[src/rtl/iecm_pkg.sv]
package iecm_pkg;

	// default number of fraction bits of the level input
	localparam int LEVEL_FRAC_BITS_DEF = 8;

	// register reset values
	localparam logic [7:0] DISPLAY_WIDTH_RST = 8'd79;
	localparam logic [7:0] HOLD_LIMIT_RST    = 8'd12;

	// register byte addresses
	localparam logic [2:0] ADDR_DISPLAY_WIDTH = 3'd0;
	localparam logic [2:0] ADDR_HOLD_LIMIT    = 3'd4;

	// hold counter saturates here
	localparam logic [8:0] COUNTER_MAX = 9'd511;

	// scaled deflection before the final divide by 25 stays below 2^13
	localparam int QW = 13;

	// floor(q / 25) as (q * RECIP_25) >> RECIP_SH, exact for q < 2^13
	localparam int          RECIP_SH = 20;
	localparam logic [15:0] RECIP_25 = 16'd41944;

	typedef enum logic [2:0] {
		ST_IDLE,
		ST_SEG,
		ST_SCALE,
		ST_RECIP,
		ST_UPD
	} state_t;

endpackage

[src/rtl/iec_meter_scale_peak_hold.sv]
// IEC 60268-18 meter scale with peak hold. Each accepted level (signed, LEVEL_FRAC_BITS
// fraction bits) is mapped through the six-slope deflection curve, scaled by
// display_width and truncated to a bar length; the peak marker jumps to a longer bar and
// otherwise drops to the bar once the hold counter has passed hold_limit. Each level goes
// through the states in turn: one shared multiplier is used three times (curve slope, width
// scaling, divide by 25 through a reciprocal), then the update state updates the peak hold
// and the sequencer returns to idle. in_ready is high only while the sequencer is idle, so
// a new level is taken only after the last one is through; a finished result waits in the
// output register, and the update state stalls while it is not taken.
module iec_meter_scale_peak_hold #(
	parameter int LEVEL_FRAC_BITS = iecm_pkg::LEVEL_FRAC_BITS_DEF
) (
	input  logic               clk,
	input  logic               arst_n,
	input  logic               in_valid,
	output logic               in_ready,
	input  logic signed [15:0] level_db,
	output logic               out_valid,
	input  logic               out_ready,
	output logic        [7:0]  bar_length,
	output logic        [7:0]  peak_marker,
	input  logic               psel,
	input  logic               penable,
	input  logic               pwrite,
	input  logic        [2:0]  paddr,
	input  logic        [31:0] pwdata,
	output logic        [31:0] prdata,
	output logic               pready
);

	localparam int F      = LEVEL_FRAC_BITS;
	localparam int S      = 1 << F;
	// compare width: holds the input and +-70 dB
	localparam int CW     = (F + 10 > 17) ? F + 10 : 17;
	// deflection width: up to 400 * 2^F
	localparam int DEF_W  = F + 9;
	// segment offset width: below 20 dB
	localparam int DW     = F + 5;
	localparam int PW     = DEF_W + 16;

	localparam logic signed [CW-1:0] T70 = CW'(-70 * S);
	localparam logic signed [CW-1:0] T60 = CW'(-60 * S);
	localparam logic signed [CW-1:0] T50 = CW'(-50 * S);
	localparam logic signed [CW-1:0] T40 = CW'(-40 * S);
	localparam logic signed [CW-1:0] T30 = CW'(-30 * S);
	localparam logic signed [CW-1:0] T20 = CW'(-20 * S);
	localparam logic signed [CW-1:0] P70 = CW'(70 * S);
	localparam logic signed [CW-1:0] P60 = CW'(60 * S);
	localparam logic signed [CW-1:0] P50 = CW'(50 * S);
	localparam logic signed [CW-1:0] P40 = CW'(40 * S);
	localparam logic signed [CW-1:0] P30 = CW'(30 * S);
	localparam logic signed [CW-1:0] P20 = CW'(20 * S);

	iecm_pkg::state_t state_q, state_d;

	logic [7:0]             display_width_q;
	logic [7:0]             hold_limit_q;
	logic signed [15:0]     lvl_q;
	logic [DEF_W-1:0]       def_q;
	logic [iecm_pkg::QW-1:0] scaled_q;
	logic [7:0]             bar_q;
	logic [7:0]             bar_length_q;
	logic [7:0]             held_peak_q;
	logic [8:0]             hold_counter_q;
	logic                   out_valid_q;

	logic signed [CW-1:0]   lvl_ext;
	logic [DW-1:0]          seg_diff;
	logic [3:0]             seg_slope;
	logic [DEF_W-1:0]       seg_base;

	logic [DEF_W-1:0]       mul_a;
	logic [15:0]            mul_b;
	logic [PW-1:0]          prod;

	logic                   cfg_wr;
	logic                   commit;

	assign cfg_wr = psel && penable && pwrite;
	assign pready = 1'b1;

	always_comb begin
		unique case (paddr)
			iecm_pkg::ADDR_DISPLAY_WIDTH: prdata = {24'd0, display_width_q};
			iecm_pkg::ADDR_HOLD_LIMIT:    prdata = {24'd0, hold_limit_q};
			default:                      prdata = 32'd0;
		endcase
	end

	always_ff @(posedge clk or negedge arst_n) begin
		if (!arst_n) begin
			display_width_q <= iecm_pkg::DISPLAY_WIDTH_RST;
			hold_limit_q    <= iecm_pkg::HOLD_LIMIT_RST;
		end else if (cfg_wr) begin
			if (paddr[2]) begin
				hold_limit_q <= pwdata[7:0];
			end else begin
				display_width_q <= pwdata[7:0];
			end
		end
	end

	// curve segment: offset into the segment, slope and base deflection
	assign lvl_ext = CW'(lvl_q);

	always_comb begin
		priority if (lvl_ext < T70) begin
			seg_diff  = '0;
			seg_slope = 4'd0;
			seg_base  = '0;
		end else if (lvl_ext < T60) begin
			seg_diff  = DW'(lvl_ext + P70);
			seg_slope = 4'd1;
			seg_base  = '0;
		end else if (lvl_ext < T50) begin
			seg_diff  = DW'(lvl_ext + P60);
			seg_slope = 4'd2;
			seg_base  = DEF_W'(10 * S);
		end else if (lvl_ext < T40) begin
			seg_diff  = DW'(lvl_ext + P50);
			seg_slope = 4'd3;
			seg_base  = DEF_W'(30 * S);
		end else if (lvl_ext < T30) begin
			seg_diff  = DW'(lvl_ext + P40);
			seg_slope = 4'd6;
			seg_base  = DEF_W'(60 * S);
		end else if (lvl_ext < T20) begin
			seg_diff  = DW'(lvl_ext + P30);
			seg_slope = 4'd8;
			seg_base  = DEF_W'(120 * S);
		end else if (lvl_ext < 0) begin
			seg_diff  = DW'(lvl_ext + P20);
			seg_slope = 4'd10;
			seg_base  = DEF_W'(200 * S);
		end else begin
			seg_diff  = '0;
			seg_slope = 4'd0;
			seg_base  = DEF_W'(400 * S);
		end
	end

	assign prod = PW'(mul_a) * PW'(mul_b);

	// next state
	always_comb begin
		state_d = state_q;
		unique case (state_q)
			iecm_pkg::ST_IDLE:  if (in_valid) state_d = iecm_pkg::ST_SEG;
			iecm_pkg::ST_SEG:   state_d = iecm_pkg::ST_SCALE;
			iecm_pkg::ST_SCALE: state_d = iecm_pkg::ST_RECIP;
			iecm_pkg::ST_RECIP: state_d = iecm_pkg::ST_UPD;
			iecm_pkg::ST_UPD:   if (commit) state_d = iecm_pkg::ST_IDLE;
			default:            state_d = iecm_pkg::ST_IDLE;
		endcase
	end

	// sequencer outputs: multiplier operands and handshake
	always_comb begin
		mul_a    = '0;
		mul_b    = '0;
		in_ready = 1'b0;
		commit   = 1'b0;
		unique case (state_q)
			iecm_pkg::ST_IDLE: begin
				in_ready = 1'b1;
			end
			iecm_pkg::ST_SEG: begin
				mul_a = DEF_W'(seg_diff);
				mul_b = 16'(seg_slope);
			end
			iecm_pkg::ST_SCALE: begin
				mul_a = def_q;
				mul_b = 16'(display_width_q);
			end
			iecm_pkg::ST_RECIP: begin
				mul_a = DEF_W'(scaled_q);
				mul_b = iecm_pkg::RECIP_25;
			end
			iecm_pkg::ST_UPD: begin
				commit = !out_valid_q || out_ready;
			end
			default: begin
				in_ready = 1'b0;
			end
		endcase
	end

	always_ff @(posedge clk or negedge arst_n) begin
		if (!arst_n) begin
			state_q <= iecm_pkg::ST_IDLE;
		end else begin
			state_q <= state_d;
		end
	end

	// datapath registers
	always_ff @(posedge clk) begin
		if (in_valid && in_ready) begin
			lvl_q <= level_db;
		end
		if (state_q == iecm_pkg::ST_SEG) begin
			def_q <= DEF_W'(prod) + seg_base;
		end
		// divide by 400 * 2^F: shift out 16 * 2^F here, divide by 25 next
		if (state_q == iecm_pkg::ST_SCALE) begin
			scaled_q <= prod[F+4 +: iecm_pkg::QW];
		end
		if (state_q == iecm_pkg::ST_RECIP) begin
			bar_q <= prod[iecm_pkg::RECIP_SH +: 8];
		end
		if (commit) begin
			bar_length_q <= bar_q;
		end
	end

	// peak hold and output valid
	always_ff @(posedge clk or negedge arst_n) begin
		if (!arst_n) begin
			held_peak_q    <= '0;
			hold_counter_q <= '0;
			out_valid_q    <= 1'b0;
		end else begin
			if (commit) begin
				out_valid_q <= 1'b1;
				if (bar_q > held_peak_q) begin
					held_peak_q    <= bar_q;
					hold_counter_q <= '0;
				end else begin
					if (hold_counter_q < iecm_pkg::COUNTER_MAX) begin
						hold_counter_q <= hold_counter_q + 9'd1;
					end
					// old count past the limit: marker falls to the bar
					if (hold_counter_q > {1'b0, hold_limit_q}) begin
						held_peak_q <= bar_q;
					end
				end
			end else if (out_ready) begin
				out_valid_q <= 1'b0;
			end
		end
	end

	assign out_valid   = out_valid_q;
	assign bar_length  = bar_length_q;
	assign peak_marker = held_peak_q;

endmodule

[config.mk]
export PLATFORM = sky130hd
export DESIGN_NAME = iec_meter_scale_peak_hold
export DESIGN_NICKNAME = d
export VERILOG_FILES = /design/src/rtl/iecm_pkg.sv /design/src/rtl/iec_meter_scale_peak_hold.sv
export SDC_FILE = /design/constraint.sdc
export NUM_CORES = 1
export LEC_CHECK = 0
export ABC_AREA = 1
export BUFFER_PORTS_ARGS = -buffer_cell sky130_fd_sc_hd__buf_2
export CAP_MARGIN = 5
export CORE_MARGIN = 3
export CORE_UTILIZATION = 25
export CTS_CLUSTER_DIAMETER = 50
export DETAILED_ROUTE_END_ITERATION = 10
export GPL_ROUTABILITY_DRIVEN = 0
export PLACE_DENSITY_LB_ADDON = 0.15
export SYNTH_ARGS = -nofsm -noshare
export SYNTH_HDL_FRONTEND = slang
export SYNTH_SLANG_ARGS = --single-unit
[constraint.sdc]
create_clock -name clk -period 7.54 [get_ports clk]
set_input_delay 1.508 -clock clk [delete_from_list [all_inputs] [get_ports clk]]
set_output_delay 1.508 -clock clk [all_outputs]
set_load 0.01 [all_outputs]
======== Yosys cells after proc, flatten, opt, wreduce, memory -nomap -nowiden ========
Cells that the tools add are included.
word-level totals
  bits in registers ....................... 99
  latch bits .............................. 0
  bits in writable memories ............... 0
  memory bits (read-only) ................. 0
  word-level logic and storage cells ...... 88
  memories ................................ 0
cells by class
  add/subtract/negate cells ............... 8
  multiply operators ...................... 1
  div/mod/pow operators ................... 0
  order comparisons ....................... 10
  equal/unequal tests ..................... 7
  shift-type cells ........................ 0
  muxes and demuxes ....................... 35
  bitwise logic cells ..................... 1
  reduce and logical (&&, ||, !) cells .... 15
operators with widths
  operator                  number
  $mux W17                  7
  $mux W13                  7
  $pmux W17 S3              1
  $lt A16 B15 Y1 const B    3
  $pmux W16 S3              1
  $add A13 B13 Y13 const B  3
  $lt A16 B14 Y1 const B    2
  $mul A17 B16 Y28          1
  $mux W4                   7
  $mux W9                   2
  $add A17 B17 Y17          1
  $lt A16 B1 Y1 const B     1
  $lt A16 B16 Y1 const B    1
  $mux W8                   2
  $pmux W8 S2               1
  $pmux W3 S5               1
  $add A13 B10 Y13 const B  1
  $add A13 B11 Y13 const B  1
  $add A13 B12 Y13 const B  1
  $reduce_and A2 Y1         5
  $add A9 B1 Y9 const B     1
  $gt A9 B8 Y1              1
  $lt A9 B9 Y1 const B      1
  $gt A8 B8 Y1              1
  other kinds (12)          24

======== Depth between registers and ports, before layout ========
Gate-level depths: netlist of run 1.
  depth after elaboration ................. 11
  depth in mapped cells ................... 42
  gate-level depth less buffers ........... 42

======== Least setup slack after synthesis of run 1 ========
Ideal clock, no wire load.
  kind .................................... reg2reg
  from .................................... register state_q[2]
  to ...................................... register def_q[16], data pin
  library setup time ...................... 0.254 ns
  arrival time ............................ 7.772 ns
  required time ........................... 7.286 ns
  setup slack ............................. -0.486 ns
  cell stages (with the launch flop) ...... 33
  path buffers ............................ 0
  clock period less this slack ............ 8.026 ns
  cells stage by stage .................... dfrtp_1 > nor3_1 > nand2_2 > inv_2 > nand3_1 > nand2_2 > inv_2 > nor2_1 > fa_1 > inv_1 > fa_1 > fa_1 > fa_1 > inv_1 > fa_1 > inv_1 > fa_1 > inv_1 > ha_1 > a21oi_1 > inv_1 > nor2_1 > nand3_1 > a21oi_1 > xnor2_1 > ha_1 > nand2_1 > inv_1 > and3_1 > o21bai_1 > nand2_1 > nand2_1 > nand2_1
between the ends
  word-level cells in the longest chain between the ends .. 4
RTL lines
  item                                                 line                              source
  from (decl)                                          iec_meter_scale_peak_hold.sv:54   iecm_pkg::state_t state_q, state_d;
  from (signal assigned)                               iec_meter_scale_peak_hold.sv:190  state_q <= iecm_pkg::ST_IDLE;
  from (signal assigned)                               iec_meter_scale_peak_hold.sv:192  state_q <= state_d;
  $eq A3 B2 Y1 / $eq A3 B1 Y1 (equally long branches)  iec_meter_scale_peak_hold.sv:163  unique case (state_q)
  $pmux W17 S3 / $pmux W16 S3 (equally long branches)  iec_meter_scale_peak_hold.sv:163
  $mul A17 B16 Y28 *                                   iec_meter_scale_peak_hold.sv:142  assign prod = PW'(mul_a) * PW'(mul_b);
  named net prod[14]                                   iec_meter_scale_peak_hold.sv:74   logic [PW-1:0] prod;
  $add A17 B17 Y17 *                                   iec_meter_scale_peak_hold.sv:202  def_q <= DEF_W'(prod) + seg_base;
  to (signal assigned)                                 iec_meter_scale_peak_hold.sv:202
  to (decl)                                            iec_meter_scale_peak_hold.sv:59   logic [DEF_W-1:0] def_q;
The timed path passes the listed nets; every way through them passes the cells marked *.
A chain may end at the register's enable or synchronous reset.

======== Worst setup path after layout of run 1 ========
  from .................................... register lvl_q[10]
  to ...................................... register def_q[16], data pin
between the ends
  word-level cells in the longest chain between the ends .. 11
RTL lines
  item                                                      line                                                                source
  from (decl)                                               iec_meter_scale_peak_hold.sv:58                                     logic signed [15:0] lvl_q;
  from (signal assigned)                                    iec_meter_scale_peak_hold.sv:199                                    lvl_q <= level_db;
  $add A13 B13 Y13 / $lt A16 B1 Y1 (equally long branches)  iec_meter_scale_peak_hold.sv:132, iec_meter_scale_peak_hold.sv:131
  $mux W13 / $mux W4 (equally long branches)                iec_meter_scale_peak_hold.sv:131                                    end else if (lvl_ext < 0) begin
  $mux W13 / $mux W4 (equally long branches)                iec_meter_scale_peak_hold.sv:127                                    end else if (lvl_ext < T20) begin
  $mux W13 / $mux W4 (equally long branches)                iec_meter_scale_peak_hold.sv:123                                    end else if (lvl_ext < T30) begin
  $mux W13 / $mux W4 (equally long branches)                iec_meter_scale_peak_hold.sv:119                                    end else if (lvl_ext < T40) begin
  $mux W13 / $mux W4 (equally long branches)                iec_meter_scale_peak_hold.sv:115                                    end else if (lvl_ext < T50) begin
  $mux W13 / $mux W4 (equally long branches)                iec_meter_scale_peak_hold.sv:111                                    end else if (lvl_ext < T60) begin
  $mux W13 / $mux W4 (equally long branches)                iec_meter_scale_peak_hold.sv:107                                    priority if (lvl_ext < T70) begin
  $pmux W17 S3 / $pmux W16 S3 (equally long branches)       iec_meter_scale_peak_hold.sv:163
  $mul A17 B16 Y28 *                                        iec_meter_scale_peak_hold.sv:142
  named net prod[12]                                        iec_meter_scale_peak_hold.sv:74
  $add A17 B17 Y17 *                                        iec_meter_scale_peak_hold.sv:202
Marked as above.

==> results of run 1 <==
-- per-stage QoR --
step	area, um^2	hold slack (ns)
after floorplan	12660	0.4264
after global placement	14850	0.4423
after detailed placement	14850	0.4548
after CTS	15250	0.4747
after global routing	15850	0.4836
final	15850	0.4681
-- sequential cells by signal, summed over array words and instances, names as in the netlist --
signal	flops
bar_length	8
bar_q	8
def_q	17
display_width_q	8
hold_counter_q	9
hold_limit_q	8
lvl_q	16
out_valid	1
peak_marker	8
scaled_q	13
state_q	3
-- report_power, final --
group	total, mW	switching, mW	internal [mW]
Combinational	6.40	3.62	2.78
Sequential	1.07	0.111	0.959
Clock	0.505	0.242	0.263
-- cell usage in the layout, fill, tap and decap left out, types with 6 or more instances in the layout --
master	count
sky130_fd_sc_hd__nand2_1	307
sky130_fd_sc_hd__nor2_1	95
sky130_fd_sc_hd__inv_2	18
sky130_fd_sc_hd__nand3_2	8
sky130_fd_sc_hd__edfxtp_1	62
sky130_fd_sc_hd__dfrtp_1	29
sky130_fd_sc_hd__o21ai_0	51
sky130_fd_sc_hd__nand4_1	10
sky130_fd_sc_hd__fa_1	136
sky130_fd_sc_hd__a21oi_1	41
sky130_fd_sc_hd__nor2_4	7
sky130_fd_sc_hd__conb_1	35
sky130_fd_sc_hd__nand2_4	9
sky130_fd_sc_hd__xnor2_1	8
sky130_fd_sc_hd__dfstp_2	7
sky130_fd_sc_hd__nand3_1	50
sky130_fd_sc_hd__o21bai_1	6
sky130_fd_sc_hd__a21oi_2	13
sky130_fd_sc_hd__buf_2	59
sky130_fd_sc_hd__nor2_2	14
sky130_fd_sc_hd__ha_1	131
sky130_fd_sc_hd__nor3_1	7
sky130_fd_sc_hd__ha_4	15
sky130_fd_sc_hd__nand2_2	25
sky130_fd_sc_hd__buf_4	179
sky130_fd_sc_hd__xor2_1	17
sky130_fd_sc_hd__clkbuf_16	9
sky130_fd_sc_hd__inv_1	344
-- worst min-delay path by stage --
| stage | start | to | slack (ns) | depth (start not counted) |
|---|---|---|---|---|
| after floorplan | bar_q[0] | bar_length[0] | 0.43 | 0 |
| after CTS | bar_q[0] | bar_length[0] | 0.47 | 0 |
| after detailed placement | bar_q[0] | bar_length[0] | 0.45 | 0 |
| final | bar_q[0] | bar_length[0] | 0.47 | 0 |
| after global placement | bar_q[0] | bar_length[0] | 0.44 | 0 |
| after global routing | bar_q[0] | bar_length[0] | 0.48 | 0 |
-- area by class of cell --
cell class	instances	area share, %
Clock inverter	7	0.4974
Tap cell	664	5.243
Clock buffer	9	1.421
Multi-Input combinational cell	1043	55.36
Inverter	366	8.749
Timing Repair Buffer	246	11.08
Sequential cell	99	17.65
-- metal layers --
metal / up-vias / wire length, um / global-route usage, %
met5: - / 0 / 0
met4: 0 / 544 / 2.962
met3: 23 / 1200 / 2.490
met2: 126 / 17690 / 24.12
met1: 4899 / 17930 / 19.66
li1: 5078 / - / -
-- kinds of logic after synthesis --
logic type | after synthesis
simple gates | 551
buf+inv | 403
fa+ha+maj | 291
compound gates | 132
flops | 99
xor+xnor | 34
other cells | 2
-- worst max-delay path, delay by kind of cell, from the launching register on --
kind,cells,cell delay [ns]
compound gates,2,0.30
xor+xnor,1,0.18
fa+ha+maj,9,3.59
buf+inv,12,1.29
flops,1,0.42
simple gates,14,1.27
-- what timing repair did --
action | in CTS | in global routing
endpoints found under the setup margin | 5 | 22
setup buffers | 1 | 13
pin swaps | 5 | 46
gates resized for setup | 25 | 108
==> summary.md, run 1 <==
• **top cell type by total area after synthesis** sky130_fd_sc_hd__fa_1
• **dominant combinational cell family by area after synthesis** adder cells
• **Clock H-tree levels** 3
• **slew at the pin closest to its max-slew limit** 1.013 ns
• **adder-cell share of the synthesized area** 37.50%
• **nature of the critical path endpoint** flip-flop
• **startpoint types** flip-flop
• **top cell types by occurrence after synthesis** sky130_fd_sc_hd__inv_1, sky130_fd_sc_hd__nand2_1, sky130_fd_sc_hd__ha_1, sky130_fd_sc_hd__fa_1, sky130_fd_sc_hd__nor2_1
• **number of placement rows** 81
• **final hold viol count** 0
• **RSZ-0062 raised after global routing** true
• **antenna violations before repair** 0
• **number of nets with antenna violations after detailed routing** 0
• **DP Worst Slack** -0.3159 ns
• **share of synthesized area occupied by flip-flops and latches** 22.31%
• **Reg2Reg Capture Point** def_q[16]
• **Total Nets Final** 2114
• **Setup Crit Path Kind** flip-flop to flip-flop
• **cell area after technology mapping** 0.01253 mm^2
• **number of buffers added to fix hold violations after cts** 0
• **multi-input logic area** 0.008772 mm^2
• **max-cap violation count** 0
• **post-route fraction of the period consumed by the critical path** 96.66%
• **multiplexer area fraction after synthesis** 0%
• **initial standard-cell utilization of the core** 25.45%
• **routed vias** 10.13k
• **f_max** 137.2 MHz
• **max-slew violation count** 0
• **input/output buffers** 59
• **Leakage Power** 8.343 nW
• **CP startpoint** lvl_q[10]
• **most numerous cell in the Yosys netlist** sky130_fd_sc_hd__inv_1
• **area of all sequential standard cells** 0.002798 mm^2
• **leftover overflow at the end of global routing** 0
• **outcome** complete, no violations
• **Max Fanout on Critical Path** 5
• **delay of the slowest critical-path stage** 0.54 ns
• **async set-reset flop share out of synthesis** 37.37%
• **Global Route Usage Sum** 14.44%
• **distinct cell type count of the synthesized netlist** 45
• **count of fill cells added during filler insertion** 5337
• **die footprint** 0.05286 mm^2
• **later-pin clock latency in the skew report** 0.38 ns
• **core occupancy in the finished layout** 32.17%
• **number of buffers created by CTS** 9
• **final period demand of the worst path** 7.288 ns
• **Detailed Routing Iterations Pass 1** 5
• **Worst Path Required** 7.68 ns
• **area overhead of the layout relative to synthesis** 26.43%
• **number of diodes added for antenna fixing** 0
• **share of the synthesized area in compound gates (AO/OA/AOI/OAI)** 5.850%
• **Final TNS setup** 0 ns
• **DRC violation total after the first TritonRoute iteration** 382
• **cell with the largest stage delay on the worst path** sky130_fd_sc_hd__fa_2
• **wirelength, routed** 37360 um
• **DRC violations left** 0
• **clock slew at the register clock pins of the worst setup and hold paths** 0.08 ns
• **Reg2Reg Launch Point** lvl_q[10]
• **Vias/cell** 4.160
• **buffer type at the clock tree root** sky130_fd_sc_hd__clkbuf_16
• **number of synthesis warnings** 0
• **Hold Crit Class** flip-flop to flip-flop
• **power per unit of standard cell area** 503.4 mW/mm^2
• **maximum number of pins on one net before global-route repair** 38
• **highest ir drop seen on vdd** 246.3 uV
• **Synth Flop Type** sky130_fd_sc_hd__edfxtp_1
• **number of enable-type register cells in the synthesized netlist** 62
• **fraction of final layout cells with drive strength greater than 1** 23.73%
• **setup slack of the most critical reg-to-reg path** 0.25 ns
• **Clock Path Buffers** 2
• **# setup viols final** 0
• **number of register bits inferred by synthesis** 99
• **share of Yosys cell area claimed by the top area cell type** 22.52%
• **cells after synthesis** 1512
• **synthesized-area fraction occupied by xor and xnor cells** 2.596%
• **depth of the worst register-to-register path** 38
• **end point of the critical path** def_q[16]
• **average wire per cell in the routed design** 15.35 um
• **setup slack of the critical path after layout** 0.2516 ns
• **number of sinks on the clock net** 99
• **first-pass GRT wire length** 59130 um
• **final HPWL from detailed placement** 32480 um
• **number of global-route vias before repair** 10.63k
• **number of top-level design ports** 109
• **most repeated library cell on the critical path** sky130_fd_sc_hd__buf_4
• **cells taking the most area after synthesis** sky130_fd_sc_hd__fa_1, sky130_fd_sc_hd__ha_1, sky130_fd_sc_hd__edfxtp_1, sky130_fd_sc_hd__inv_1, sky130_fd_sc_hd__nand2_1
• **fraction of the mapped netlist area in simple logic gates** 18.50%
• **core area** 0.04925 mm^2
• **final worst clock skew** 0.01195 ns
• **non-filler instance count after layout** 2434
• **clock tree from TritonCTS** done
• **worst endpoint data arrival time** 7.43 ns
• **syn_area_per_cell** 8.289 um^2
• **die width** 229.9 um
• **Die Height** 229.9 um
• **total power consumption of the routed design** 7.977 mW
• **Inst Count DP** 2404
• **Slew headroom** 32.44%
No activity file was read; power rests on OpenSTA's default activity.
==> inputs of run 2 (changes only) <==
REMOVE_ABC_BUFFERS = 1   (was default)
==> run 2 against run 1 <==
Net effect: clock skew decreased by 0.0050 ns; combinational power rose by 4.5%; sequential share of layout area shrank 0.43 points; critical path type unchanged; critical path depth down 1; largest cell class unchanged; sequential power hardly changed.
==> summary.md, run 2 (synthesized netlist as in run 1, its figures left out) <==
• **outcome** complete, no violations
• **die footprint** 0.05286 mm^2
• **Hold Crit Class** flip-flop to flip-flop
• **worst min-delay path startpoint** hold_limit_q[5]
• **slew at the pin closest to its max-slew limit** 0.9418 ns
• **post-route fraction of the period consumed by the critical path** 96.93%
• **DRC violation total after the first TritonRoute iteration** 509
• **register ranked first by flip-flop count** def_q
• **most repeated library cell on the critical path** sky130_fd_sc_hd__inv_1
• **number of stages on the worst hold path** 2
• **final hold viol count** 0
• **DP Worst Slack** -0.5628 ns
• **f_max** 136.8 MHz
• **highest ir drop seen on vdd** 242.7 uV
• **number of placement rows** 81
• **depth of the worst register-to-register path** 37
• **Reg2Reg Capture Point** def_q[16]
• **initial standard-cell utilization of the core** 25.45%
• **number of buffers added to fix hold violations after cts** 0
• **clock tree from TritonCTS** done
• **Vias/cell** 4.128
• **Worst Path Required** 7.68 ns
• **fraction of final layout cells with drive strength greater than 1** 26.10%
• **Max Fanout on Critical Path** 7
• **die width** 229.9 um
• **number of nets with antenna violations after detailed routing** 0
• **Clock H-tree levels** 3
• **number of sinks on the clock net** 99
• **maximum number of pins on one net before global-route repair** 38
• **Setup Crit Path Kind** flip-flop to flip-flop
• **Die Height** 229.9 um
• **final worst clock skew** 0.006963 ns
• **startpoint types** flip-flop
• **antenna violations before repair** 0
• **final HPWL from detailed placement** 32280 um
• **number of flip-flops under the largest register name** 17
• **core occupancy in the finished layout** 32.96%
• **average wire per cell in the routed design** 15.25 um
• **Total Nets Final** 2133
• **power per unit of standard cell area** 509.1 mW/mm^2
• **number of diodes added for antenna fixing** 0
• **# setup viols final** 0
• **Clock Path Buffers** 2
• **commonest non-fill, non-tap cell in the layout** sky130_fd_sc_hd__inv_1
• **count of fill cells added during filler insertion** 5308
• **delay of the slowest critical-path stage** 0.56 ns
• **Leakage Power** 8.493 nW
• **worst-case hold slack** 0.4931 ns
• **Global Route Usage Sum** 14.35%
• **highest-count cells in the layout ignoring fill and taps** sky130_fd_sc_hd__inv_1, sky130_fd_sc_hd__nand2_1, sky130_fd_sc_hd__buf_4
• **number of global-route vias before repair** 10.35k
• **buffer type at the clock tree root** sky130_fd_sc_hd__clkbuf_16
• **final period demand of the worst path** 7.308 ns
• **Inst Count DP** 2402
• **clock slew at the register clock pins of the worst setup and hold paths** 0.08 ns
• **input/output buffers** 59
• **Detailed Routing Iterations Pass 1** 5
• **wirelength, routed** 37410 um
• **first-pass GRT wire length** 58510 um
• **max-slew violation count** 0
• **area overhead of the layout relative to synthesis** 29.54%
• **leftover overflow at the end of global routing** 0
• **number of top-level design ports** 109
• **later-pin clock latency in the skew report** 0.38 ns
• **non-filler instance count after layout** 2453
• **max-cap violation count** 0
• **Slew headroom** 37.21%
• **cell with the largest stage delay on the worst path** sky130_fd_sc_hd__fa_1
• **Largest regs** def_q: 17 flops, lvl_q: 16 flops, scaled_q: 13 flops
• **RSZ-0062 raised after global routing** true
• **total power consumption of the routed design** 8.265 mW
• **DRC violations left** 0
• **setup slack of the critical path after layout** 0.2318 ns
• **routed vias** 10.13k
• **Reg2Reg Launch Point** lvl_q[11]
• **nature of the critical path endpoint** flip-flop
• **core area** 0.04925 mm^2
• **setup slack of the most critical reg-to-reg path** 0.23 ns
• **number of buffers created by CTS** 9
• **Worst Hold Endpoint** hold_limit_q[5]
• **worst endpoint data arrival time** 7.45 ns
-- run 2: changes by cell type in the layout (fill, tap and decap cells not counted), sizes merged --
cell / change
buf: +19
bufinv: -1
clkinv: +3
inv: -2
-- run 2: per-layer routing --
metal	track usage (%)	vias to the layer above	wire (um)
met2	24.23	145	17660
li1	-	5130	-
met3	2.626	29	1275
met5	0	-	0
met4	2.747	0	602
met1	19.29	4822	17880
-- run 2: worst max-delay path, delay by kind of cell, from the launching register on --
| family | cells | cell delay (ns) |
|---|---|---|
| compound gates | 3 | 0.42 |
| xor+xnor | 1 | 0.10 |
| fa+ha+maj | 10 | 3.94 |
| buf+inv | 11 | 1.11 |
| flops | 1 | 0.42 |
| simple gates | 12 | 1.09 |
-- run 2: what timing repair did --
action | in CTS | in global routing
gates resized for setup | 58 | 129
setup buffers | 12 | 23
pin swaps | 21 | 82
setup endpoints to repair | 6 | 22
-- run 2: how the worst max path moves through the flow --
stage / startpoint / endpoint / slack (ns) / cells past startpoint
after floorplan: state_q[2] / def_q[16] / -0.57 / 30
after global placement: lvl_q[10] / def_q[16] / -0.50 / 39
after detailed placement: lvl_q[10] / def_q[16] / -0.56 / 39
after CTS: lvl_q[11] / def_q[16] / 0.002 / 41
after global routing: lvl_q[11] / def_q[16] / -0.15 / 40
final: lvl_q[11] / def_q[16] / 0.23 / 37
-- run 2: power breakdown --
group          switching (mW)  total [mW]  internal [mW]
sequential              0.105        1.06          0.958
combinational            3.73        6.69           2.96
clock                   0.267       0.508          0.241
total                    4.10        8.26           4.16
-- run 2: area by class of cell --
class / instances / area [um^2] / area share [%]
inverter: 366 / 1389 / 8.554
clock buffer: 9 / 225.2 / 1.387
tap: 664 / 830.8 / 5.117
multi-input combinational: 1043 / 8945 / 55.09
clock inverter: 7 / 91.34 / 0.5626
timing repair buffer: 265 / 1958 / 12.06
sequential: 99 / 2796 / 17.22
-- run 2: metrics by stage --
step | area [um^2] | TNS, ns
after global placement | 14880 | -1.503
after floorplan | 12380 | -1.801
after CTS | 15540 | 0
after global routing | 16240 | -0.1645
after detailed placement | 14880 | -1.792
final | 16240 | 0
